$ cat config.mk
export PLATFORM = sky130hd
export DESIGN_NAME = lost_track_steer_fallback_top_flat
export DESIGN_NICKNAME = d
export VERILOG_FILES = /design/src/rtl/core/ltsf_pkg.sv /design/src/rtl/core/ltsf_if.sv /design/src/rtl/core/ltsf_ram.sv /design/src/rtl/core/ltsf_alu.sv /design/src/rtl/core/lost_track_steer_fallback_top.sv /design/src/flat_wrapper.sv
export VERILOG_INCLUDE_DIRS = /design/src /design/src/rtl/core
export SDC_FILE = /design/constraint.sdc
export NUM_CORES = 1
export LEC_CHECK = 0
export BUFFER_PORTS_ARGS = -buffer_cell sky130_fd_sc_hd__buf_2
export CORE_ASPECT_RATIO = 1.75
export CORE_MARGIN = 10
export CORE_UTILIZATION = 45
export DETAILED_ROUTE_END_ITERATION = 10
export GPL_TIMING_DRIVEN = 0
export SYNTH_ARGS = -nofsm -noshare
export SYNTH_HDL_FRONTEND = slang
export SYNTH_HIERARCHICAL = 1
export SYNTH_SLANG_ARGS = --single-unit
export TNS_END_PERCENT = 10
$ cat constraint.sdc
create_clock -name clk -period 6.5 [get_ports clk]
set_input_delay 0.65 -clock clk [delete_from_list [all_inputs] [get_ports clk]]
set_output_delay 0.65 -clock clk [all_outputs]
set_load 0.005 [all_outputs]
$ cat src/rtl/core/lost_track_steer_fallback_top_assert.svh
// Assertion macros for the lost-track steering fallback block.
// Used by lost_track_steer_fallback_top; expects clk and rst_n in scope.
`ifndef LOST_TRACK_STEER_FALLBACK_TOP_ASSERT_SVH
`define LOST_TRACK_STEER_FALLBACK_TOP_ASSERT_SVH

// Same-cycle implication, checked on every rising edge outside reset.
`define LTSF_ASSERT_IMP(lbl, ante, cons) \
    lbl: assert property (@(posedge clk) disable iff (!rst_n) (ante) |-> (cons)) \
        else $error("lost_track_steer_fallback_top: assertion failed");

// Next-cycle implication, checked on every rising edge outside reset.
`define LTSF_ASSERT_NXT(lbl, ante, cons) \
    lbl: assert property (@(posedge clk) disable iff (!rst_n) (ante) |=> (cons)) \
        else $error("lost_track_steer_fallback_top: assertion failed");

`endif

$ cat src/rtl/core/ltsf_pkg.sv
// Package for the lost-track steering fallback block: widths, codes, defaults
// and the request and response types of the shared arithmetic unit. No dependencies.
`timescale 1ns / 1ps
`default_nettype none

package ltsf_pkg;

    // Field widths.
    localparam int MID_W   = 13;
    localparam int TURN_W  = 20;
    localparam int STEER_W = 9;
    localparam int MEAN_W  = 12;
    localparam int FW_W    = 13;
    localparam int DB_W    = 11;
    localparam int YD_W    = 16;
    localparam int MAG_W   = 8;

    // Yaw history ring.
    localparam int HIST_DEPTH = 8;
    localparam int PTR_W      = (HIST_DEPTH > 1) ? $clog2(HIST_DEPTH) : 1;
    localparam int FILL_W     = $clog2(HIST_DEPTH + 1);
    localparam logic [PTR_W-1:0]  PTR_LAST     = PTR_W'(HIST_DEPTH - 1);
    localparam logic [FILL_W-1:0] FILL_FULL    = FILL_W'(HIST_DEPTH);
    localparam logic [FILL_W-1:0] MIN_YAW_FILL = FILL_W'(2);
    localparam logic [FILL_W:0]   IDX_DEPTH    = (FILL_W + 1)'(HIST_DEPTH);

    // Shared arithmetic unit and divider.
    localparam int ALU_W     = 22;
    localparam int DIVD_W    = 14;
    localparam int REM_W     = 3;
    localparam int WSUM_W    = 3;
    localparam int DIV_CNT_W = $clog2(DIVD_W);
    localparam logic [DIV_CNT_W-1:0] DIV_LAST = DIV_CNT_W'(DIVD_W - 1);

    // Configuration port.
    localparam int CFG_IDX_W  = 3;
    localparam int CFG_DATA_W = 16;

    localparam logic [CFG_IDX_W-1:0] REG_FRAME_WIDTH       = 3'd0;
    localparam logic [CFG_IDX_W-1:0] REG_CENTER_DEADBAND   = 3'd1;
    localparam logic [CFG_IDX_W-1:0] REG_STRONG_CONFIDENCE = 3'd2;
    localparam logic [CFG_IDX_W-1:0] REG_YAW_DEADBAND      = 3'd3;
    localparam logic [CFG_IDX_W-1:0] REG_TURN_MAGNITUDE    = 3'd4;

    localparam logic [FW_W-1:0]  RST_FRAME_WIDTH       = 13'd160;
    localparam logic [DB_W-1:0]  RST_CENTER_DEADBAND   = 11'd20;
    localparam logic [DB_W-1:0]  RST_STRONG_CONFIDENCE = 11'd35;
    localparam logic [YD_W-1:0]  RST_YAW_DEADBAND      = 16'd880;
    localparam logic [MAG_W-1:0] RST_TURN_MAGNITUDE    = 8'd160;

    typedef enum logic [1:0] {
        SIDE_UNKNOWN = 2'd0,
        SIDE_LEFT    = 2'd1,
        SIDE_RIGHT   = 2'd2
    } side_t;

    // Operands are two's complement; sub selects a - b, otherwise a + b.
    typedef struct packed {
        logic [ALU_W-1:0] a;
        logic [ALU_W-1:0] b;
        logic             sub;
    } alu_req_t;

    typedef struct packed {
        logic [ALU_W-1:0] res;
        logic             neg;
    } alu_rsp_t;

endpackage

`default_nettype wire

$ cat src/rtl/core/ltsf_if.sv
// Handshake channels of the lost-track steering fallback block: input items,
// result items and configuration writes. Depends on ltsf_pkg.
`timescale 1ns / 1ps
`default_nettype none

interface ltsf_in_if;
    logic                                valid;
    logic                                ready;
    logic signed [ltsf_pkg::MID_W-1:0]   mid_center;
    logic signed [ltsf_pkg::MID_W-1:0]   mid_below;
    logic signed [ltsf_pkg::MID_W-1:0]   mid_above;
    logic signed [ltsf_pkg::TURN_W-1:0]  lap_turn;

    modport source (output valid, mid_center, mid_below, mid_above, lap_turn, input ready);
    modport sink   (input valid, mid_center, mid_below, mid_above, lap_turn, output ready);
endinterface

interface ltsf_out_if;
    logic                                 valid;
    logic                                 ready;
    logic signed [ltsf_pkg::STEER_W-1:0]  steer_error;
    logic                                 used_yaw;
    logic        [1:0]                    remembered_side;
    logic                                 sample_taken;
    logic        [ltsf_pkg::MEAN_W-1:0]   sample_mid;
    logic        [ltsf_pkg::MEAN_W-1:0]   confidence;

    modport source (output valid, steer_error, used_yaw, remembered_side, sample_taken,
                    sample_mid, confidence, input ready);
    modport sink   (input valid, steer_error, used_yaw, remembered_side, sample_taken,
                    sample_mid, confidence, output ready);
endinterface

interface ltsf_cfg_if;
    logic                                valid;
    logic                                ready;
    logic [ltsf_pkg::CFG_IDX_W-1:0]      index;
    logic [ltsf_pkg::CFG_DATA_W-1:0]     data;

    modport source (output valid, index, data, input ready);
    modport sink   (input valid, index, data, output ready);
endinterface

`default_nettype wire

$ cat src/rtl/core/ltsf_ram.sv
// Generic single-write, single-read RAM with a registered read port.
// No dependencies.
`timescale 1ns / 1ps
`default_nettype none

module ltsf_ram #(
    parameter int WIDTH = 20,
    parameter int DEPTH = 8,
    localparam int AW = (DEPTH > 1) ? $clog2(DEPTH) : 1
) (
    input  wire logic             clk,
    input  wire logic             we,
    input  wire logic [AW-1:0]    waddr,
    input  wire logic [WIDTH-1:0] wdata,
    input  wire logic [AW-1:0]    raddr,
    output logic      [WIDTH-1:0] rdata
);

    logic [WIDTH-1:0] mem_reg [DEPTH];
    logic [WIDTH-1:0] rdata_reg;

    always_ff @(posedge clk)
    begin
        if (we)
        begin
            mem_reg[waddr] <= wdata;
        end
        rdata_reg <= mem_reg[raddr];
    end

    assign rdata = rdata_reg;

endmodule

`default_nettype wire

$ cat src/rtl/core/ltsf_alu.sv
// Shared add/subtract unit of the lost-track steering fallback sequencer.
// Depends on ltsf_pkg for the request and response types.
`timescale 1ns / 1ps
`default_nettype none

module ltsf_alu (
    input  wire ltsf_pkg::alu_req_t req,
    output ltsf_pkg::alu_rsp_t      rsp
);

    logic [ltsf_pkg::ALU_W-1:0] b_op;
    logic [ltsf_pkg::ALU_W-1:0] sum;

    // Subtraction is the addition of the inverted operand plus a carry in.
    assign b_op = req.sub ? ~req.b : req.b;
    assign sum  = req.a + b_op + {{(ltsf_pkg::ALU_W - 1){1'b0}}, req.sub};

    assign rsp.res = sum;
    assign rsp.neg = sum[ltsf_pkg::ALU_W-1];

endmodule

`default_nettype wire

$ cat src/rtl/core/lost_track_steer_fallback_top.sv
// Top level of the lost-track steering fallback block: sequencer, registers,
// yaw ring and side tracker. Depends on ltsf_pkg, ltsf_if, ltsf_alu, ltsf_ram.
`timescale 1ns / 1ps
`default_nettype none
`include "lost_track_steer_fallback_top_assert.svh"

//  Channel   Direction  Beat contents
//  -------   ---------  -------------------------------------------------------------
//  cfg       in         register index (3 bits) and write data (16 bits), always ready
//  sample    in         mid_center, mid_below, mid_above, lap_turn
//  result    out        steer_error, used_yaw, remembered_side, sample_taken,
//                       sample_mid, confidence
//
//  The long path from an accepted sample beat to its registered result beat is the
//  14-step restoring divide of the weighted sum on the shared adder.
//  The sample channel is ready only while the sequencer sits idle, one item at a time.
//  A result waiting for the sink stalls the sequencer in its final step, not earlier.
//  rst_n clears the sequencer, the ring pointers and the side tracker, and loads the
//  register defaults; the ring contents need no clearing, the fill count guards them.

module lost_track_steer_fallback_top (
    input  wire logic      clk,
    input  wire logic      rst_n,
    ltsf_cfg_if.sink       cfg,
    ltsf_in_if.sink        sample,
    ltsf_out_if.source     result
);

    // One-hot sequencer states.
    typedef enum logic [13:0] {
        ST_IDLE      = 14'b00000000000001,
        ST_LOAD      = 14'b00000000000010,
        ST_DIV       = 14'b00000000000100,
        ST_CONF_POS  = 14'b00000000001000,
        ST_CONF_NEG  = 14'b00000000010000,
        ST_DEADBAND  = 14'b00000000100000,
        ST_TRACK     = 14'b00000001000000,
        ST_YAW_NEW   = 14'b00000010000000,
        ST_YAW_OLD   = 14'b00000100000000,
        ST_DELTA     = 14'b00001000000000,
        ST_YAW_LEFT  = 14'b00010000000000,
        ST_YAW_RIGHT = 14'b00100000000000,
        ST_DONE      = 14'b01000000000000,
        ST_SPARE     = 14'b10000000000000
    } state_t;

    state_t state_reg;

    // Configuration registers.
    logic [ltsf_pkg::FW_W-1:0]  frame_width_reg;
    logic [ltsf_pkg::DB_W-1:0]  center_deadband_reg;
    logic [ltsf_pkg::DB_W-1:0]  strong_conf_reg;
    logic [ltsf_pkg::YD_W-1:0]  yaw_deadband_reg;
    logic [ltsf_pkg::MAG_W-1:0] turn_mag_reg;

    // Captured input beat.
    logic [ltsf_pkg::MID_W-1:0]  mid_c_reg;
    logic [ltsf_pkg::MID_W-1:0]  mid_b_reg;
    logic [ltsf_pkg::MID_W-1:0]  mid_a_reg;
    logic [ltsf_pkg::TURN_W-1:0] turn_reg;

    // Divider: the dividend shifts out at the top while quotient bits enter at the bottom.
    logic [ltsf_pkg::DIVD_W-1:0]    divq_reg;
    logic [ltsf_pkg::REM_W-1:0]     rem_reg;
    logic [ltsf_pkg::WSUM_W-1:0]    wsum_reg;
    logic [ltsf_pkg::DIV_CNT_W-1:0] div_cnt_reg;

    logic [ltsf_pkg::MEAN_W-1:0] conf_reg;
    ltsf_pkg::side_t             side_reg;
    logic                        taken_reg;

    // Ring and tracker state.
    logic [ltsf_pkg::PTR_W-1:0]  wp_reg;
    logic [ltsf_pkg::FILL_W-1:0] fill_reg;
    ltsf_pkg::side_t             stable_reg;
    ltsf_pkg::side_t             pend_side_reg;
    logic [1:0]                  pend_cnt_reg;

    // Yaw decision.
    logic [ltsf_pkg::TURN_W-1:0] newest_reg;
    logic [ltsf_pkg::ALU_W-1:0]  delta_reg;
    logic                        used_yaw_reg;
    logic                        yaw_left_reg;

    // Output register.
    logic                                out_valid_reg;
    logic [ltsf_pkg::STEER_W-1:0]        res_steer_reg;
    logic                                res_used_yaw_reg;
    logic [1:0]                          res_side_reg;
    logic                                res_taken_reg;
    logic [ltsf_pkg::MEAN_W-1:0]         res_mid_reg;
    logic [ltsf_pkg::MEAN_W-1:0]         res_conf_reg;

    ltsf_pkg::alu_req_t alu_req;
    ltsf_pkg::alu_rsp_t alu_rsp;

    ltsf_alu u_alu (
        .req (alu_req),
        .rsp (alu_rsp)
    );

    // Yaw ring: written while tracking, read newest then oldest.
    logic                        ram_we;
    logic [ltsf_pkg::PTR_W-1:0]  ram_raddr;
    logic [ltsf_pkg::TURN_W-1:0] ram_rdata;

    ltsf_ram #(
        .WIDTH (ltsf_pkg::TURN_W),
        .DEPTH (ltsf_pkg::HIST_DEPTH)
    ) u_yaw_ram (
        .clk   (clk),
        .we    (ram_we),
        .waddr (wp_reg),
        .wdata (turn_reg),
        .raddr (ram_raddr),
        .rdata (ram_rdata)
    );

    // Ring pointers. The oldest entry sits fill_count places behind the write position.
    logic [ltsf_pkg::PTR_W-1:0]  newest_ptr;
    logic [ltsf_pkg::PTR_W-1:0]  oldest_ptr;
    logic [ltsf_pkg::FILL_W:0]   wp_ext;
    logic [ltsf_pkg::FILL_W:0]   fill_ext;
    logic [ltsf_pkg::FILL_W:0]   oldest_ext;

    assign wp_ext     = (ltsf_pkg::FILL_W + 1)'(wp_reg);
    assign fill_ext   = {1'b0, fill_reg};
    assign oldest_ext = (wp_ext >= fill_ext) ? (wp_ext - fill_ext)
                                             : (wp_ext + ltsf_pkg::IDX_DEPTH - fill_ext);
    assign oldest_ptr = oldest_ext[ltsf_pkg::PTR_W-1:0];
    assign newest_ptr = (wp_reg == '0) ? ltsf_pkg::PTR_LAST : (wp_reg - 1'b1);

    assign ram_we    = (state_reg == ST_TRACK);
    assign ram_raddr = (state_reg == ST_YAW_NEW) ? newest_ptr : oldest_ptr;

    // Weighted sum of the valid mids: a negative value marks an invalid mid.
    logic                          vc;
    logic                          vb;
    logic                          va;
    logic [ltsf_pkg::DIVD_W-1:0]   wsum_sum;
    logic [ltsf_pkg::WSUM_W-1:0]   wsum_next;
    logic [ltsf_pkg::DIVD_W-1:0]   dividend_next;

    assign vc = !mid_c_reg[ltsf_pkg::MID_W-1];
    assign vb = !mid_b_reg[ltsf_pkg::MID_W-1];
    assign va = !mid_a_reg[ltsf_pkg::MID_W-1];

    assign wsum_sum = (vc ? {1'b0, mid_c_reg[ltsf_pkg::MID_W-2:0], 1'b0} : '0)
                    + (vb ? {2'b00, mid_b_reg[ltsf_pkg::MID_W-2:0]} : '0)
                    + (va ? {2'b00, mid_a_reg[ltsf_pkg::MID_W-2:0]} : '0);
    assign wsum_next = (vc ? 3'd2 : 3'd0) + {2'b00, vb} + {2'b00, va};
    // Rounding half up: add half the weight sum before dividing.
    assign dividend_next = wsum_sum + ltsf_pkg::DIVD_W'(wsum_next >> 1);

    logic [ltsf_pkg::MEAN_W-1:0] center;
    logic [ltsf_pkg::MEAN_W-1:0] mean;
    logic [ltsf_pkg::REM_W:0]    div_shift;

    assign center    = frame_width_reg[ltsf_pkg::FW_W-1:1];
    assign mean      = divq_reg[ltsf_pkg::MEAN_W-1:0];
    assign div_shift = {rem_reg, divq_reg[ltsf_pkg::DIVD_W-1]};

    // Operand selection for the shared adder, one operation per sequencer step.
    always_comb
    begin
        alu_req.a   = '0;
        alu_req.b   = '0;
        alu_req.sub = 1'b1;
        case (state_reg)
            ST_DIV:
            begin
                alu_req.a = ltsf_pkg::ALU_W'(div_shift);
                alu_req.b = ltsf_pkg::ALU_W'(wsum_reg);
            end
            ST_CONF_POS:
            begin
                alu_req.a = ltsf_pkg::ALU_W'(mean);
                alu_req.b = ltsf_pkg::ALU_W'(center);
            end
            ST_CONF_NEG:
            begin
                alu_req.a = ltsf_pkg::ALU_W'(center);
                alu_req.b = ltsf_pkg::ALU_W'(mean);
            end
            ST_DEADBAND:
            begin
                alu_req.a = ltsf_pkg::ALU_W'(center_deadband_reg);
                alu_req.b = ltsf_pkg::ALU_W'(conf_reg);
            end
            ST_TRACK:
            begin
                alu_req.a = ltsf_pkg::ALU_W'(conf_reg);
                alu_req.b = ltsf_pkg::ALU_W'(strong_conf_reg);
            end
            ST_DELTA:
            begin
                alu_req.a = {{(ltsf_pkg::ALU_W - ltsf_pkg::TURN_W)
                              {newest_reg[ltsf_pkg::TURN_W-1]}}, newest_reg};
                alu_req.b = {{(ltsf_pkg::ALU_W - ltsf_pkg::TURN_W)
                              {ram_rdata[ltsf_pkg::TURN_W-1]}}, ram_rdata};
            end
            ST_YAW_LEFT:
            begin
                alu_req.a = ltsf_pkg::ALU_W'(yaw_deadband_reg);
                alu_req.b = delta_reg;
            end
            ST_YAW_RIGHT:
            begin
                alu_req.a   = delta_reg;
                alu_req.b   = ltsf_pkg::ALU_W'(yaw_deadband_reg);
                alu_req.sub = 1'b0;
            end
            default:
            begin
                alu_req.sub = 1'b1;
            end
        endcase
    end

    // Side tracker update for a classified sample; strength comes from the adder.
    ltsf_pkg::side_t stable_next;
    ltsf_pkg::side_t pend_side_next;
    logic [1:0]      pend_cnt_next;
    logic [1:0]      pend_cnt_inc;

    assign pend_cnt_inc = (pend_side_reg == side_reg) ? (pend_cnt_reg + 2'd1) : 2'd1;

    always_comb
    begin
        stable_next    = stable_reg;
        pend_side_next = ltsf_pkg::SIDE_UNKNOWN;
        pend_cnt_next  = 2'd0;
        if ((stable_reg == ltsf_pkg::SIDE_UNKNOWN) || (side_reg == stable_reg))
        begin
            stable_next = side_reg;
        end
        else if (!alu_rsp.neg)
        begin
            // A second strong opposite sample in a row confirms the switch.
            if (pend_cnt_inc >= 2'd2)
            begin
                stable_next = side_reg;
            end
            else
            begin
                pend_side_next = side_reg;
                pend_cnt_next  = pend_cnt_inc;
            end
        end
    end

    // Final steer: the yaw decision wins, else the remembered side, unknown steers right.
    logic                         steer_left;
    logic [ltsf_pkg::STEER_W-1:0] mag_ext;
    logic [ltsf_pkg::STEER_W-1:0] steer_next;
    logic                         out_load;

    assign steer_left = used_yaw_reg ? yaw_left_reg : (stable_reg == ltsf_pkg::SIDE_LEFT);
    assign mag_ext    = {1'b0, turn_mag_reg};
    assign steer_next = steer_left ? (~mag_ext + 1'b1) : mag_ext;
    assign out_load   = (state_reg == ST_DONE) && (!out_valid_reg || result.ready);

    assign sample.ready = (state_reg == ST_IDLE);
    assign cfg.ready    = 1'b1;

    // Configuration writes; an index beyond the list is ignored.
    always_ff @(posedge clk or negedge rst_n)
    begin
        if (!rst_n)
        begin
            frame_width_reg     <= ltsf_pkg::RST_FRAME_WIDTH;
            center_deadband_reg <= ltsf_pkg::RST_CENTER_DEADBAND;
            strong_conf_reg     <= ltsf_pkg::RST_STRONG_CONFIDENCE;
            yaw_deadband_reg    <= ltsf_pkg::RST_YAW_DEADBAND;
            turn_mag_reg        <= ltsf_pkg::RST_TURN_MAGNITUDE;
        end
        else if (cfg.valid)
        begin
            case (cfg.index)
                ltsf_pkg::REG_FRAME_WIDTH:
                    frame_width_reg <= cfg.data[ltsf_pkg::FW_W-1:0];
                ltsf_pkg::REG_CENTER_DEADBAND:
                    center_deadband_reg <= cfg.data[ltsf_pkg::DB_W-1:0];
                ltsf_pkg::REG_STRONG_CONFIDENCE:
                    strong_conf_reg <= cfg.data[ltsf_pkg::DB_W-1:0];
                ltsf_pkg::REG_YAW_DEADBAND:
                    yaw_deadband_reg <= cfg.data[ltsf_pkg::YD_W-1:0];
                ltsf_pkg::REG_TURN_MAGNITUDE:
                    turn_mag_reg <= cfg.data[ltsf_pkg::MAG_W-1:0];
                default:
                begin
                end
            endcase
        end
    end

    // Sequencer and control state.
    always_ff @(posedge clk or negedge rst_n)
    begin
        if (!rst_n)
        begin
            state_reg     <= ST_IDLE;
            wp_reg        <= '0;
            fill_reg      <= '0;
            stable_reg    <= ltsf_pkg::SIDE_UNKNOWN;
            pend_side_reg <= ltsf_pkg::SIDE_UNKNOWN;
            pend_cnt_reg  <= 2'd0;
            out_valid_reg <= 1'b0;
        end
        else
        begin
            if (out_load)
            begin
                out_valid_reg <= 1'b1;
            end
            else if (result.ready)
            begin
                out_valid_reg <= 1'b0;
            end

            case (state_reg)
                ST_IDLE:
                begin
                    if (sample.valid)
                    begin
                        state_reg <= ST_LOAD;
                    end
                end
                ST_LOAD:
                begin
                    state_reg <= (wsum_next == '0) ? ST_YAW_NEW : ST_DIV;
                end
                ST_DIV:
                begin
                    if (div_cnt_reg == '0)
                    begin
                        state_reg <= ST_CONF_POS;
                    end
                end
                ST_CONF_POS:
                begin
                    state_reg <= alu_rsp.neg ? ST_CONF_NEG : ST_DEADBAND;
                end
                ST_CONF_NEG:
                begin
                    state_reg <= ST_DEADBAND;
                end
                ST_DEADBAND:
                begin
                    // Negative means the confidence lies beyond the center deadband.
                    state_reg <= alu_rsp.neg ? ST_TRACK : ST_YAW_NEW;
                end
                ST_TRACK:
                begin
                    wp_reg        <= (wp_reg == ltsf_pkg::PTR_LAST) ? '0 : (wp_reg + 1'b1);
                    fill_reg      <= (fill_reg < ltsf_pkg::FILL_FULL) ? (fill_reg + 1'b1)
                                                                      : fill_reg;
                    stable_reg    <= stable_next;
                    pend_side_reg <= pend_side_next;
                    pend_cnt_reg  <= pend_cnt_next;
                    state_reg     <= ST_YAW_NEW;
                end
                ST_YAW_NEW:
                begin
                    state_reg <= (fill_reg < ltsf_pkg::MIN_YAW_FILL) ? ST_DONE : ST_YAW_OLD;
                end
                ST_YAW_OLD:
                begin
                    state_reg <= ST_DELTA;
                end
                ST_DELTA:
                begin
                    state_reg <= ST_YAW_LEFT;
                end
                ST_YAW_LEFT:
                begin
                    state_reg <= alu_rsp.neg ? ST_DONE : ST_YAW_RIGHT;
                end
                ST_YAW_RIGHT:
                begin
                    state_reg <= ST_DONE;
                end
                ST_DONE:
                begin
                    if (out_load)
                    begin
                        state_reg <= ST_IDLE;
                    end
                end
                default:
                begin
                    state_reg <= ST_IDLE;
                end
            endcase
        end
    end

    // Datapath registers, no reset needed.
    always_ff @(posedge clk)
    begin
        case (state_reg)
            ST_IDLE:
            begin
                mid_c_reg <= sample.mid_center;
                mid_b_reg <= sample.mid_below;
                mid_a_reg <= sample.mid_above;
                turn_reg  <= sample.lap_turn;
            end
            ST_LOAD:
            begin
                wsum_reg     <= wsum_next;
                rem_reg      <= '0;
                div_cnt_reg  <= ltsf_pkg::DIV_LAST;
                taken_reg    <= 1'b0;
                used_yaw_reg <= 1'b0;
                yaw_left_reg <= 1'b0;
                conf_reg     <= '0;
                divq_reg     <= (wsum_next == '0) ? '0 : dividend_next;
            end
            ST_DIV:
            begin
                // Restoring step: keep the difference when it did not go negative.
                if (alu_rsp.neg)
                begin
                    rem_reg <= div_shift[ltsf_pkg::REM_W-1:0];
                end
                else
                begin
                    rem_reg <= alu_rsp.res[ltsf_pkg::REM_W-1:0];
                end
                divq_reg    <= {divq_reg[ltsf_pkg::DIVD_W-2:0], !alu_rsp.neg};
                div_cnt_reg <= div_cnt_reg - 1'b1;
            end
            ST_CONF_POS:
            begin
                conf_reg <= alu_rsp.res[ltsf_pkg::MEAN_W-1:0];
                side_reg <= ltsf_pkg::SIDE_RIGHT;
            end
            ST_CONF_NEG:
            begin
                conf_reg <= alu_rsp.res[ltsf_pkg::MEAN_W-1:0];
                side_reg <= ltsf_pkg::SIDE_LEFT;
            end
            ST_TRACK:
            begin
                taken_reg <= 1'b1;
            end
            ST_YAW_OLD:
            begin
                newest_reg <= ram_rdata;
            end
            ST_DELTA:
            begin
                delta_reg <= alu_rsp.res;
            end
            ST_YAW_LEFT:
            begin
                // The yaw grew beyond the deadband: steer left.
                if (alu_rsp.neg)
                begin
                    used_yaw_reg <= 1'b1;
                    yaw_left_reg <= 1'b1;
                end
            end
            ST_YAW_RIGHT:
            begin
                // The yaw fell beyond the deadband: steer right.
                if (alu_rsp.neg)
                begin
                    used_yaw_reg <= 1'b1;
                    yaw_left_reg <= 1'b0;
                end
            end
            default:
            begin
            end
        endcase

        if (out_load)
        begin
            res_steer_reg    <= steer_next;
            res_used_yaw_reg <= used_yaw_reg;
            res_side_reg     <= stable_reg;
            res_taken_reg    <= taken_reg;
            res_mid_reg      <= mean;
            res_conf_reg     <= conf_reg;
        end
    end

    assign result.valid           = out_valid_reg;
    assign result.steer_error     = res_steer_reg;
    assign result.used_yaw        = res_used_yaw_reg;
    assign result.remembered_side = res_side_reg;
    assign result.sample_taken    = res_taken_reg;
    assign result.sample_mid      = res_mid_reg;
    assign result.confidence      = res_conf_reg;

    // The tracker confirms a switch on the second strong sample, so it never holds two.
    `LTSF_ASSERT_IMP(a_pend_cnt_max, 1'b1, pend_cnt_reg <= 2'd1)
    // The fill count saturates at the ring depth.
    `LTSF_ASSERT_IMP(a_fill_max, 1'b1, fill_reg <= ltsf_pkg::FILL_FULL)
    // A stored sample always leaves a known remembered side.
    `LTSF_ASSERT_IMP(a_taken_side_known, result.valid && result.sample_taken,
                     result.remembered_side != ltsf_pkg::SIDE_UNKNOWN)
    // A yaw decision needs at least two stored angles.
    `LTSF_ASSERT_IMP(a_yaw_needs_history, result.valid && result.used_yaw,
                     fill_reg >= ltsf_pkg::MIN_YAW_FILL)
    // A new result beat is launched only from the final sequencer step.
    `LTSF_ASSERT_IMP(a_valid_from_done, $rose(out_valid_reg), $past(state_reg == ST_DONE))

endmodule

`default_nettype wire
$ cat src/flat_wrapper.sv
// flat-port wrapper written by rule: the top's interface ports become plain ports
module lost_track_steer_fallback_top_flat 
  (clk, rst_n, cfg_valid, cfg_index, cfg_data, cfg_ready, sample_valid, sample_mid_center, sample_mid_below, sample_mid_above, sample_lap_turn, sample_ready, result_valid, result_steer_error, result_used_yaw, result_remembered_side, result_sample_taken, result_sample_mid, result_confidence, result_ready);
  ltsf_cfg_if cfg_i ();
  ltsf_in_if sample_i ();
  ltsf_out_if result_i ();
  input  wire logic clk;
  input  wire logic rst_n;
  input wire logic [$bits(cfg_i.valid)-1:0] cfg_valid;
  input wire logic [$bits(cfg_i.index)-1:0] cfg_index;
  input wire logic [$bits(cfg_i.data)-1:0] cfg_data;
  output wire logic [$bits(cfg_i.ready)-1:0] cfg_ready;
  input wire logic [$bits(sample_i.valid)-1:0] sample_valid;
  input wire logic [$bits(sample_i.mid_center)-1:0] sample_mid_center;
  input wire logic [$bits(sample_i.mid_below)-1:0] sample_mid_below;
  input wire logic [$bits(sample_i.mid_above)-1:0] sample_mid_above;
  input wire logic [$bits(sample_i.lap_turn)-1:0] sample_lap_turn;
  output wire logic [$bits(sample_i.ready)-1:0] sample_ready;
  output wire logic [$bits(result_i.valid)-1:0] result_valid;
  output wire logic [$bits(result_i.steer_error)-1:0] result_steer_error;
  output wire logic [$bits(result_i.used_yaw)-1:0] result_used_yaw;
  output wire logic [$bits(result_i.remembered_side)-1:0] result_remembered_side;
  output wire logic [$bits(result_i.sample_taken)-1:0] result_sample_taken;
  output wire logic [$bits(result_i.sample_mid)-1:0] result_sample_mid;
  output wire logic [$bits(result_i.confidence)-1:0] result_confidence;
  input wire logic [$bits(result_i.ready)-1:0] result_ready;
  assign cfg_i.valid = cfg_valid;
  assign cfg_i.index = cfg_index;
  assign cfg_i.data = cfg_data;
  assign cfg_ready = cfg_i.ready;
  assign sample_i.valid = sample_valid;
  assign sample_i.mid_center = sample_mid_center;
  assign sample_i.mid_below = sample_mid_below;
  assign sample_i.mid_above = sample_mid_above;
  assign sample_i.lap_turn = sample_lap_turn;
  assign sample_ready = sample_i.ready;
  assign result_valid = result_i.valid;
  assign result_steer_error = result_i.steer_error;
  assign result_used_yaw = result_i.used_yaw;
  assign result_remembered_side = result_i.remembered_side;
  assign result_sample_taken = result_i.sample_taken;
  assign result_sample_mid = result_i.sample_mid;
  assign result_confidence = result_i.confidence;
  assign result_i.ready = result_ready;
  lost_track_steer_fallback_top u_core (.clk(clk), .rst_n(rst_n), .cfg(cfg_i), .sample(sample_i), .result(result_i));
endmodule
After elaboration in Yosys (flattened, before gate mapping)
Memories as Yosys holds them, arrays and structs flattened. A register that Yosys moved wholly into a read port is not among the register bits.
Cells that the tools add are included.
Operators by class
  bitwise gates (word level): 2
  multiplexer cells: 48
  order comparisons: 4
  $add $sub $neg: 16
  eq/ne operators: 28
  reductions and logical operators: 32
Operator list (count)
  44-bit case mux with 8 select lines: 1
  14-bit case mux with 13 select lines: 1
  14-bit 2-to-1 mux: 4
  13-bit 2-to-1 mux: 3
  14-bit adder: 2
  14-bit case mux with 2 select lines: 1
  12-bit 2-to-1 mux: 2
  8-bit 2-to-1 mux: 3
  12-bit case mux with 2 select lines: 1
  22-bit by 1-bit adder with 22-bit output: 1
  22-bit adder: 1
  2-bit 2-to-1 mux: 11
  22-bit 2-to-1 mux: 1
  22-bit NOT: 1
  3-bit 2-to-1 mux: 5
  14-bit by 2-bit adder with 14-bit output: 1
  14-bit by 1-bit equality test with 1-bit output (second input constant): 1
  14-bit by 10-bit equality test with 1-bit output (second input constant): 1
  14-bit by 11-bit equality test with 1-bit output (second input constant): 1
  14-bit by 12-bit equality test with 1-bit output (second input constant): 1
  14-bit by 13-bit equality test with 1-bit output (second input constant): 1
  14-bit by 2-bit equality test with 1-bit output (second input constant): 1
  14-bit by 3-bit equality test with 1-bit output (second input constant): 1
  14-bit by 4-bit equality test with 1-bit output (second input constant): 1
  other kinds (43): 83
Storage, ports and cells
  output and inout bits: 40
  bits of input ports: 83
  word-level logic and storage cells: 165
  register bits after elaboration: 266
  memory bits (writable): 160
  memories: 1
Memory list
  u_core.u_yaw_ram.mem_reg: words 8, bits a word 20, rd ports 1, clocked after memory_dff 1, write ports 1, RTL line ltsf_ram.sv:19  | logic [WIDTH-1:0] mem_reg [DEPTH];

Depth between registers and ports, before layout
Gate-level depths: netlist (run 1).
  depth in word-level cells: 8
  mapped depth: 21
  mapped depth without buffers: 17

By module
The synthesis (run 1) kept the hierarchy.
Modules (own cells, without submodules)
  lost_track_steer_fallback_top: cells each 923, times used 1, sequential area each 7521.0 um^2, area each 12044.1 um^2
  ltsf_ram: cells each 264, times used 1, sequential area each 5205.0 um^2, area each 6612.6 um^2
  ltsf_alu: cells each 184, times used 1, sequential area each 0.0 um^2, area each 1428.9 um^2

Least setup slack after synthesis (run 1)
No wires, ideal clock.
  path type: register to register
  start: reg u_core.state_reg[4]
  end: reg u_core/rem_reg[0] (netlist bit), data pin
  period minus slack after synthesis: 4725 ps
  arrival time: 4459 ps
  cell stages (with the launch flop): 21
  slack: 1775 ps
  path buffers: 7
  setup time: 266 ps
  data required time: 6234 ps
  cell sequence: dfrtp_1 clkbuf_1 nor4_1 nand3_1 nor2_1 buf_2 buf_2 inv_1 clkbuf_8 clkbuf_1 xor2_1 ha_1 clkbuf_2 a21o_1 a21o_2 or3_2 mux2i_1 a211o_1 clkbuf_1 mux2i_1 nor2_1
RTL lines
  start: declaration: RTL line lost_track_steer_fallback_top.sv:47  | state_t state_reg;
  start signal: assignment: RTL line lost_track_steer_fallback_top.sv:331  | state_reg <= (wsum_next == '0) ? ST_YAW_NEW : ST_DIV;
  start signal: assignment: RTL line lost_track_steer_fallback_top.sv:342  | state_reg <= alu_rsp.neg ? ST_CONF_NEG : ST_DEADBAND;
  start signal: assignment: RTL line lost_track_steer_fallback_top.sv:351  | state_reg <= alu_rsp.neg ? ST_TRACK : ST_YAW_NEW;
  end signal: assignment: RTL line lost_track_steer_fallback_top.sv:425  | rem_reg <= div_shift[ltsf_pkg::REM_W-1:0];
  end signal: assignment: RTL line lost_track_steer_fallback_top.sv:429  | rem_reg <= alu_rsp.res[ltsf_pkg::REM_W-1:0];
  end: declaration: RTL line lost_track_steer_fallback_top.sv:64  | logic [ltsf_pkg::REM_W-1:0] rem_reg;

==> impl_metrics.env, run 1 <==
export IMPL_synth_adder_area_share=0.0424
export IMPL_crit_type="reg2reg"
export IMPL_cp_slowest_cell="nor4_2"
export IMPL_p_comb_frac=0.244
export IMPL_num_io_pins=123
export IMPL_powerDensity_nw_per_um2=388
export IMPL_pre_cts_ws_ns=0.128
export IMPL_synth_top_family_by_area="multiplexers"
export IMPL_ir_worst_vdd_mv=0.244
export IMPL_root_buffer="clkbuf_16"
export IMPL_grt_start_max_net_pins=69
export IMPL_detail_route_first_pass_iterations=7
export IMPL_synth_compound_area_frac=0.0860
export IMPL_wire_per_inst_um=23.6
export IMPL_cts_buffers=43
export IMPL_core_um2=44200
export IMPL_final_util=0.527
export IMPL_setup_tns_ns=0
export IMPL_max_freq_mhz=164
export IMPL_grt_ovfl_total=0
export IMPL_grt_antenna_before_repair=1
export IMPL_crit_reg2reg_launch="u_core/state_reg[4]"
export IMPL_yosysWarnings=6
export IMPL_dp_hpwl_um=37100
export IMPL_final_area_um2=23300
export IMPL_ys_seq_area_frac=0.634
export IMPL_drv_slew=0
export IMPL_synth_seq_cells=444
export IMPL_htree_levels=2
export IMPL_worstHoldStart="sample_lap_turn[19]"
export IMPL_start_util=0.455
export IMPL_p_seq_frac=0.464
export IMPL_finalNetCount=1695
export IMPL_synthMuxAreaShare=0.101
export IMPL_synthCells=1371
export IMPL_clkLatencyLatePin_ns=0.57
export IMPL_critical_path_max_stage_delay_ns=0.43
export IMPL_synth_xor_area_frac=0.0283
export IMPL_timing_hold_ws_ns=0.252
export IMPL_synth_async_reset_ratio=0.191
export IMPL_syn_num_nets=1513
export IMPL_syn_area_um2=20100
export IMPL_p_clk_frac=0.291
export IMPL_cts_tree="done"
export IMPL_status="finished clean"
export IMPL_fin_ws_ns=0.408
export IMPL_routed_wl_um=50900
export IMPL_num_vias=12254
export IMPL_drt_iter0_drc=890
export IMPL_synth_simple_gate_area_share=0.0781
export IMPL_ys_flop_type="edfxtp_1"
export IMPL_area_growth_pct=15.8
export IMPL_final_common_cell="edfxtp_1"
export IMPL_clock_sinks=444
export IMPL_start_kind="flip-flop"
export IMPL_place_area_um2=21700
export IMPL_finalWeightedCongestion=0.929
export IMPL_cp_arrival_ns=6.39
export IMPL_synth_distinct_cells=85
export IMPL_final_hold_violation_count=0
export IMPL_setup_worst_path_start="u_core/state_reg[4]"
export IMPL_cp_required_ns=6.79
export IMPL_synth_edff_count=339
export IMPL_grt_pass1_vias=12980
export IMPL_vias_per_cell=5.67
export IMPL_ant_nets=0
export IMPL_chipWidth_um=180
export IMPL_post_route_drc_count=0
export IMPL_final_cell_mix="339 x edfxtp_1, 132 x buf_2, 110 x nand2_1"
export IMPL_switching_share=0.311
export IMPL_path_cells="clkbuf_1 -> nor4_2 -> nand3_1 -> nor2_1 -> buf_2 -> buf_2 -> inv_1 -> clkbuf_8 -> clkbuf_1 -> xor2_1 -> ha_1 -> a21oi_1 -> o21ai_0 -> o2111ai_1 -> a31oi_2 -> mux2i_1 -> a211o_1 -> clkbuf_2 -> mux2i_1 -> nor2_1"
export IMPL_fin_crit_ns=6.09
export IMPL_grt_pass1_wl_um=77500
export IMPL_finalClockSkew_ns=0.0178
export IMPL_rsz0062_at_grt="no"
export IMPL_setup_viol=0
export IMPL_p_leak_nw=8.91
export IMPL_switching_power_mw=2.81
export IMPL_numPortBuffers=121
export IMPL_postSynthAreaPerCell_um2=14.7
export IMPL_intPower_mw=6.22
export IMPL_clockBufferDepth=3
export IMPL_die_area_um2=53800
export IMPL_final_period_utilization=0.937
export IMPL_dieHeight_um=299
export IMPL_path_max_fanout=10
export IMPL_path_clk_slew_ns=0.06
export IMPL_cap_violations=0
export IMPL_tightest_slew_ns=1.36
export IMPL_grt_usage=0.186
export IMPL_hold_path_class="in2reg"
export IMPL_end_kind="flip-flop"
export IMPL_drive_above_1_share=0.231
export IMPL_largest_reg_flops=160
export IMPL_rows=102
export IMPL_relSlewSlack=0.0932
cells by family (layout without fill, tap and decap cells):
family | count (synthesis) | count (layout)
buffers and inverters | 124 | 341
other | 1 | 2
muxes | 127 | 127
DFF | 444 | 444
and+or+nand+nor | 315 | 315
AOI/OAI and AO/OA | 236 | 236
xor gates and xnor gates | 65 | 65
adders and majority gates | 59 | 59
synth_stat cells, types with 7 or more instances:
cell	count	share of area
mux2i_1	7	0.0035
a22o_1	13	0.0057
dfstp_2	15	0.020
nand3_1	29	0.0072
nand2b_1	8	0.0025
and2_1	22	0.0069
nor2b_1	7	0.0022
ha_1	44	0.027
a21oi_1	41	0.010
o31ai_1	7	0.0026
mux4_1	40	0.052
nor2_1	68	0.013
buf_2	12	0.0030
o21ai_0	34	0.0085
edfxtp_1	339	0.51
a222oi_1	30	0.015
mux2_2	80	0.045
a22oi_1	46	0.017
inv_1	60	0.011
xnor2_1	23	0.010
a21o_1	13	0.0049
and3_1	8	0.0025
xor2_1	42	0.018
nor3_1	20	0.0050
fa_1	15	0.015
nand2_1	110	0.021
clkbuf_1	30	0.0056
dfxtp_1	20	0.020
dfrtp_1	70	0.087
a211oi_1	7	0.0026
worst max-delay path, delay by kind of cell, from the launching register on:
kind | cells | cell delay, ns
AO/OA/AOI/OAI | 5 | 1.24
XOR/XNOR | 1 | 0.30
adder cells (fa/ha/maj) | 1 | 0.43
buffers and inverters | 7 | 2.00
flip-flops | 1 | 0.36
multiplexers | 2 | 0.46
AND/OR/NAND/NOR | 4 | 0.98
per-layer routing:
layer / up-vias / wire length (µm) / track usage
met5: - / 0 / 0
met3: 112 / 1890 / 0.0252
li1: 5637 / - / -
met1: 6156 / 18300 / 0.193
met2: 349 / 27900 / 0.353
met4: 0 / 2830 / 0.103
final cells by class:
type                            instances  area, µm²
Tap cell                              572        716
Timing Repair Buffer                  137        888
Multi-Input combinational cell        803       6800
Clock inverter                         23        313
Antenna cell                            1       2.50
Fill cell                            3744      20900
Inverter                               61        234
Clock buffer                           57       1190
Buffer                                 63        385
Sequential cell                       444      12700
per-stage QoR:
step                cells  power [mW]
finish               2161        9.02
global placement     2064        6.38
floorplan            1371        5.66
global route         2161        9.52
detailed placement   2079        6.43
CTS                  2160        9.10
path summary, 6_finish.rpt:
path / to / slack, ns / depth (start not counted)
worst min register to register: u_core/newest_reg[19] / 0.44 / 0
worst max register to register: u_core/rem_reg[0] / 0.41 / 20
min in group asynchronous: u_core/yaw_deadband_reg[14] / 0.51 / 2
worst min-delay path: u_core/turn_reg[19] / 0.25 / 1
max in group asynchronous: u_core/center_deadband_reg[2] / 5.31 / 3
worst max-delay path: u_core/rem_reg[0] / 0.41 / 20
timing repair:
| item | in CTS | in global routing |
|---|---|---|
| setup buffers | 0 | 0 |
| hold buffers | 1 | 0 |
| resized for setup | 0 | 3 |
| hold endpoints to repair | 16 | 0 |
| setup endpoints to repair | 0 | 10 |
power groups by stage:
stage          Clock [mW]  Sequential [mW]  Combinational [mW]
5_1_grt              2.82             4.23                2.48
2_1_floorplan           0             4.06                1.60
3_5_place_dp            0             4.24                2.19
6_report             2.63             4.19                2.21
4_1_cts              2.70             4.19                2.21
3_3_place_gp            0             4.24                2.13
(Power assumes the default switching activity.)
==> inputs of run 2 (changes only) <==
--- a/config.mk
+++ b/config.mk
@@ -6,12 +6,15 @@
 export SDC_FILE = /design/constraint.sdc
 export NUM_CORES = 1
 export LEC_CHECK = 0
+export ABC_AREA = 0
 export BUFFER_PORTS_ARGS = -buffer_cell sky130_fd_sc_hd__buf_2
 export CORE_ASPECT_RATIO = 1.75
 export CORE_MARGIN = 10
-export CORE_UTILIZATION = 45
+export CORE_UTILIZATION = 61
 export DETAILED_ROUTE_END_ITERATION = 10
 export GPL_TIMING_DRIVEN = 0
+export PLACE_DENSITY = 0.8
+export SLEW_MARGIN = 15
 export SYNTH_ARGS = -nofsm -noshare
 export SYNTH_HDL_FRONTEND = slang
 export SYNTH_HIERARCHICAL = 1
==> run 2 against run 1 <==
Net effect:
- via count is 1.0% higher
- hold slack worse by 0.22 ns
- register-to-register slack barely moved
- highest routed layer unchanged
==> impl_metrics.env, run 2 (synthesis gave the netlist of run 1 again) <==
export IMPL_status="finished clean"
export IMPL_rsz0062_at_grt="no"
export IMPL_drv_slew=0
export IMPL_detail_route_first_pass_iterations=7
export IMPL_drive_above_1_share=0.224
export IMPL_final_cell_mix="339 x edfxtp_1, 132 x buf_2, 110 x nand2_1"
export IMPL_setup_tns_ns=0
export IMPL_relSlewSlack=0.358
export IMPL_final_period_utilization=0.936
export IMPL_root_buffer="clkbuf_16"
export IMPL_cts_tree="done"
export IMPL_end_kind="flip-flop"
export IMPL_powerDensity_nw_per_um2=383
export IMPL_tightest_slew_ns=0.955
export IMPL_cts_buffers=39
export IMPL_hold_path_class="in2async"
export IMPL_cp_required_ns=6.77
export IMPL_setup_viol=0
export IMPL_fin_crit_ns=6.09
export IMPL_numPortBuffers=121
export IMPL_clockBufferDepth=3
export IMPL_rows=87
export IMPL_power_mw=8.69
export IMPL_path_cells="clkbuf_1 -> nor4_2 -> nand3_1 -> nor2_1 -> buf_2 -> buf_2 -> inv_1 -> clkbuf_8 -> clkbuf_1 -> xor2_1 -> ha_1 -> clkbuf_4 -> and4_1 -> and4_1 -> nand4_2 -> a31oi_2 -> mux2i_1 -> a211o_1 -> clkbuf_2 -> mux2i_1 -> nor2_1"
export IMPL_ant_nets=0
export IMPL_finalWeightedCongestion=0.971
export IMPL_grt_usage=0.235
export IMPL_timing_hold_ws_ns=0.0330
export IMPL_final_hold_violation_count=0
export IMPL_vias_per_cell=6.28
export IMPL_dp_hpwl_um=34500
export IMPL_core_um2=32300
export IMPL_grt_pass1_vias=12988
export IMPL_path_clk_slew_ns=0.07
export IMPL_postCtsSetupBuffers=0
export IMPL_reg2reg_depth=21
export IMPL_cp_slowest_cell="nor4_2"
export IMPL_critical_path_max_stage_delay_ns=0.42
export IMPL_max_freq_mhz=164
export IMPL_crit_type="reg2reg"
export IMPL_worstReg2RegEnd="u_core/rem_reg[0]"
export IMPL_start_util=0.621
export IMPL_clkLatencyLatePin_ns=0.55
export IMPL_path_max_fanout=10
export IMPL_num_vias=12378
export IMPL_chipWidth_um=157
export IMPL_die_area_um2=40900
export IMPL_cp_arrival_ns=6.36
export IMPL_final_common_cell="edfxtp_1"
export IMPL_ir_worst_vdd_mv=0.277
export IMPL_routed_wl_um=48000
export IMPL_largest_reg_flops=160
export IMPL_grt_ovfl_total=0
export IMPL_finalNetCount=1683
export IMPL_post_route_drc_count=0
export IMPL_drt_iter0_drc=971
export IMPL_num_io_pins=123
export IMPL_grt_start_max_net_pins=62
export IMPL_area_growth_pct=13.0
export IMPL_final_util=0.702
export IMPL_crit_reg2reg_launch="u_core/state_reg[4]"
export IMPL_n_antenna_cell=0
export IMPL_clock_sinks=444
export IMPL_finalClockSkew_ns=0.0204
export IMPL_wire_per_inst_um=24.4
export IMPL_grt_pass1_wl_um=73500
export IMPL_start_kind="flip-flop"
export IMPL_cap_violations=0
export IMPL_r2r_slack_ns=0.41
export IMPL_grt_antenna_before_repair=0
export IMPL_ctsHoldBuffers=0
export IMPL_htree_levels=2
export IMPL_dieHeight_um=260
export IMPL_p_leak_nw=8.72
-- run 2: cell count changes in the layout (fill, tap and decap cells not counted), sizes merged --
| cell | before | now |
|---|---|---|
| inv | 63 | 64 |
| clkinv | 13 | 9 |
| buf | 163 | 156 |
| clkbuf | 91 | 86 |
| clkinvlp | 2 | 6 |
| dlygate4sd3 | 1 | 0 |
| bufinv | 6 | 2 |
| diode | 1 | 0 |
-- run 2: what timing repair did --
| action | in CTS | in global routing |
|---|---|---|
| resized for setup | 0 | 3 |
| endpoints found under the hold margin | 0 | 0 |
| setup endpoints to repair | 0 | 6 |
-- run 2: metrics by stage --
stage                     area, µm²  instances  worst slack [ns]
after floorplan               20100       1371              1.78
after global placement        21200       1892             0.217
after detailed placement      21400       1900             0.223
after CTS                     22700       1972             0.185
after global routing          22700       1972             0.116
final                         22700       1972             0.415
-- run 2: power breakdown --
group	total [mW]	internal (mW)	switching (mW)
combinational	2.18	0.842	1.34
clock	2.32	1.30	1.03
sequential	4.19	3.81	0.380
total	8.69	5.95	2.74
-- run 2: worst max path at each step --
stage                         from                 to  slack, ns
3_3_place_gp   u_core/state_reg[4]  u_core/rem_reg[1]       0.22
6_report       u_core/state_reg[4]  u_core/rem_reg[0]       0.41
2_1_floorplan  u_core/state_reg[4]  u_core/rem_reg[0]       1.78
5_1_grt        u_core/state_reg[4]  u_core/rem_reg[0]       0.12
4_1_cts        u_core/state_reg[4]  u_core/rem_reg[0]       0.19
3_5_place_dp   u_core/state_reg[4]  u_core/rem_reg[0]       0.22
-- run 2: metal layers --
metal | up-vias | part of all wire | GRT usage | routed length (µm)
li1 | 5589 | - | - | -
met1 | 6189 | 0.35 | 0.250 | 16900
met2 | 451 | 0.54 | 0.428 | 25900
met3 | 149 | 0.050 | 0.0357 | 2420
met4 | 0 | 0.060 | 0.139 | 2870
met5 | - | 0 | 0 | 0
-- run 2: layout make-up --
type / count / area (µm²)
clock buffers: 52 / 1110
repair buffers: 129 / 723
fillers: 2163 / 9630
plain buffers: 63 / 385
inverters: 61 / 236
clock inverters: 20 / 186
multi-input cells: 803 / 6840
flip-flops and latches: 444 / 12700
well taps: 400 / 500
-- run 2: critical path: cells and delay by family (launching register included) --
family                   cells  cell delay [ns]
flip-flops                   1             0.36
AND/OR/NAND/NOR              7             1.62
AO/OA/AOI/OAI                2             0.60
multiplexers                 2             0.48
XOR/XNOR                     1             0.30
buffers and inverters        8             2.06
adder cells (fa/ha/maj)      1             0.33
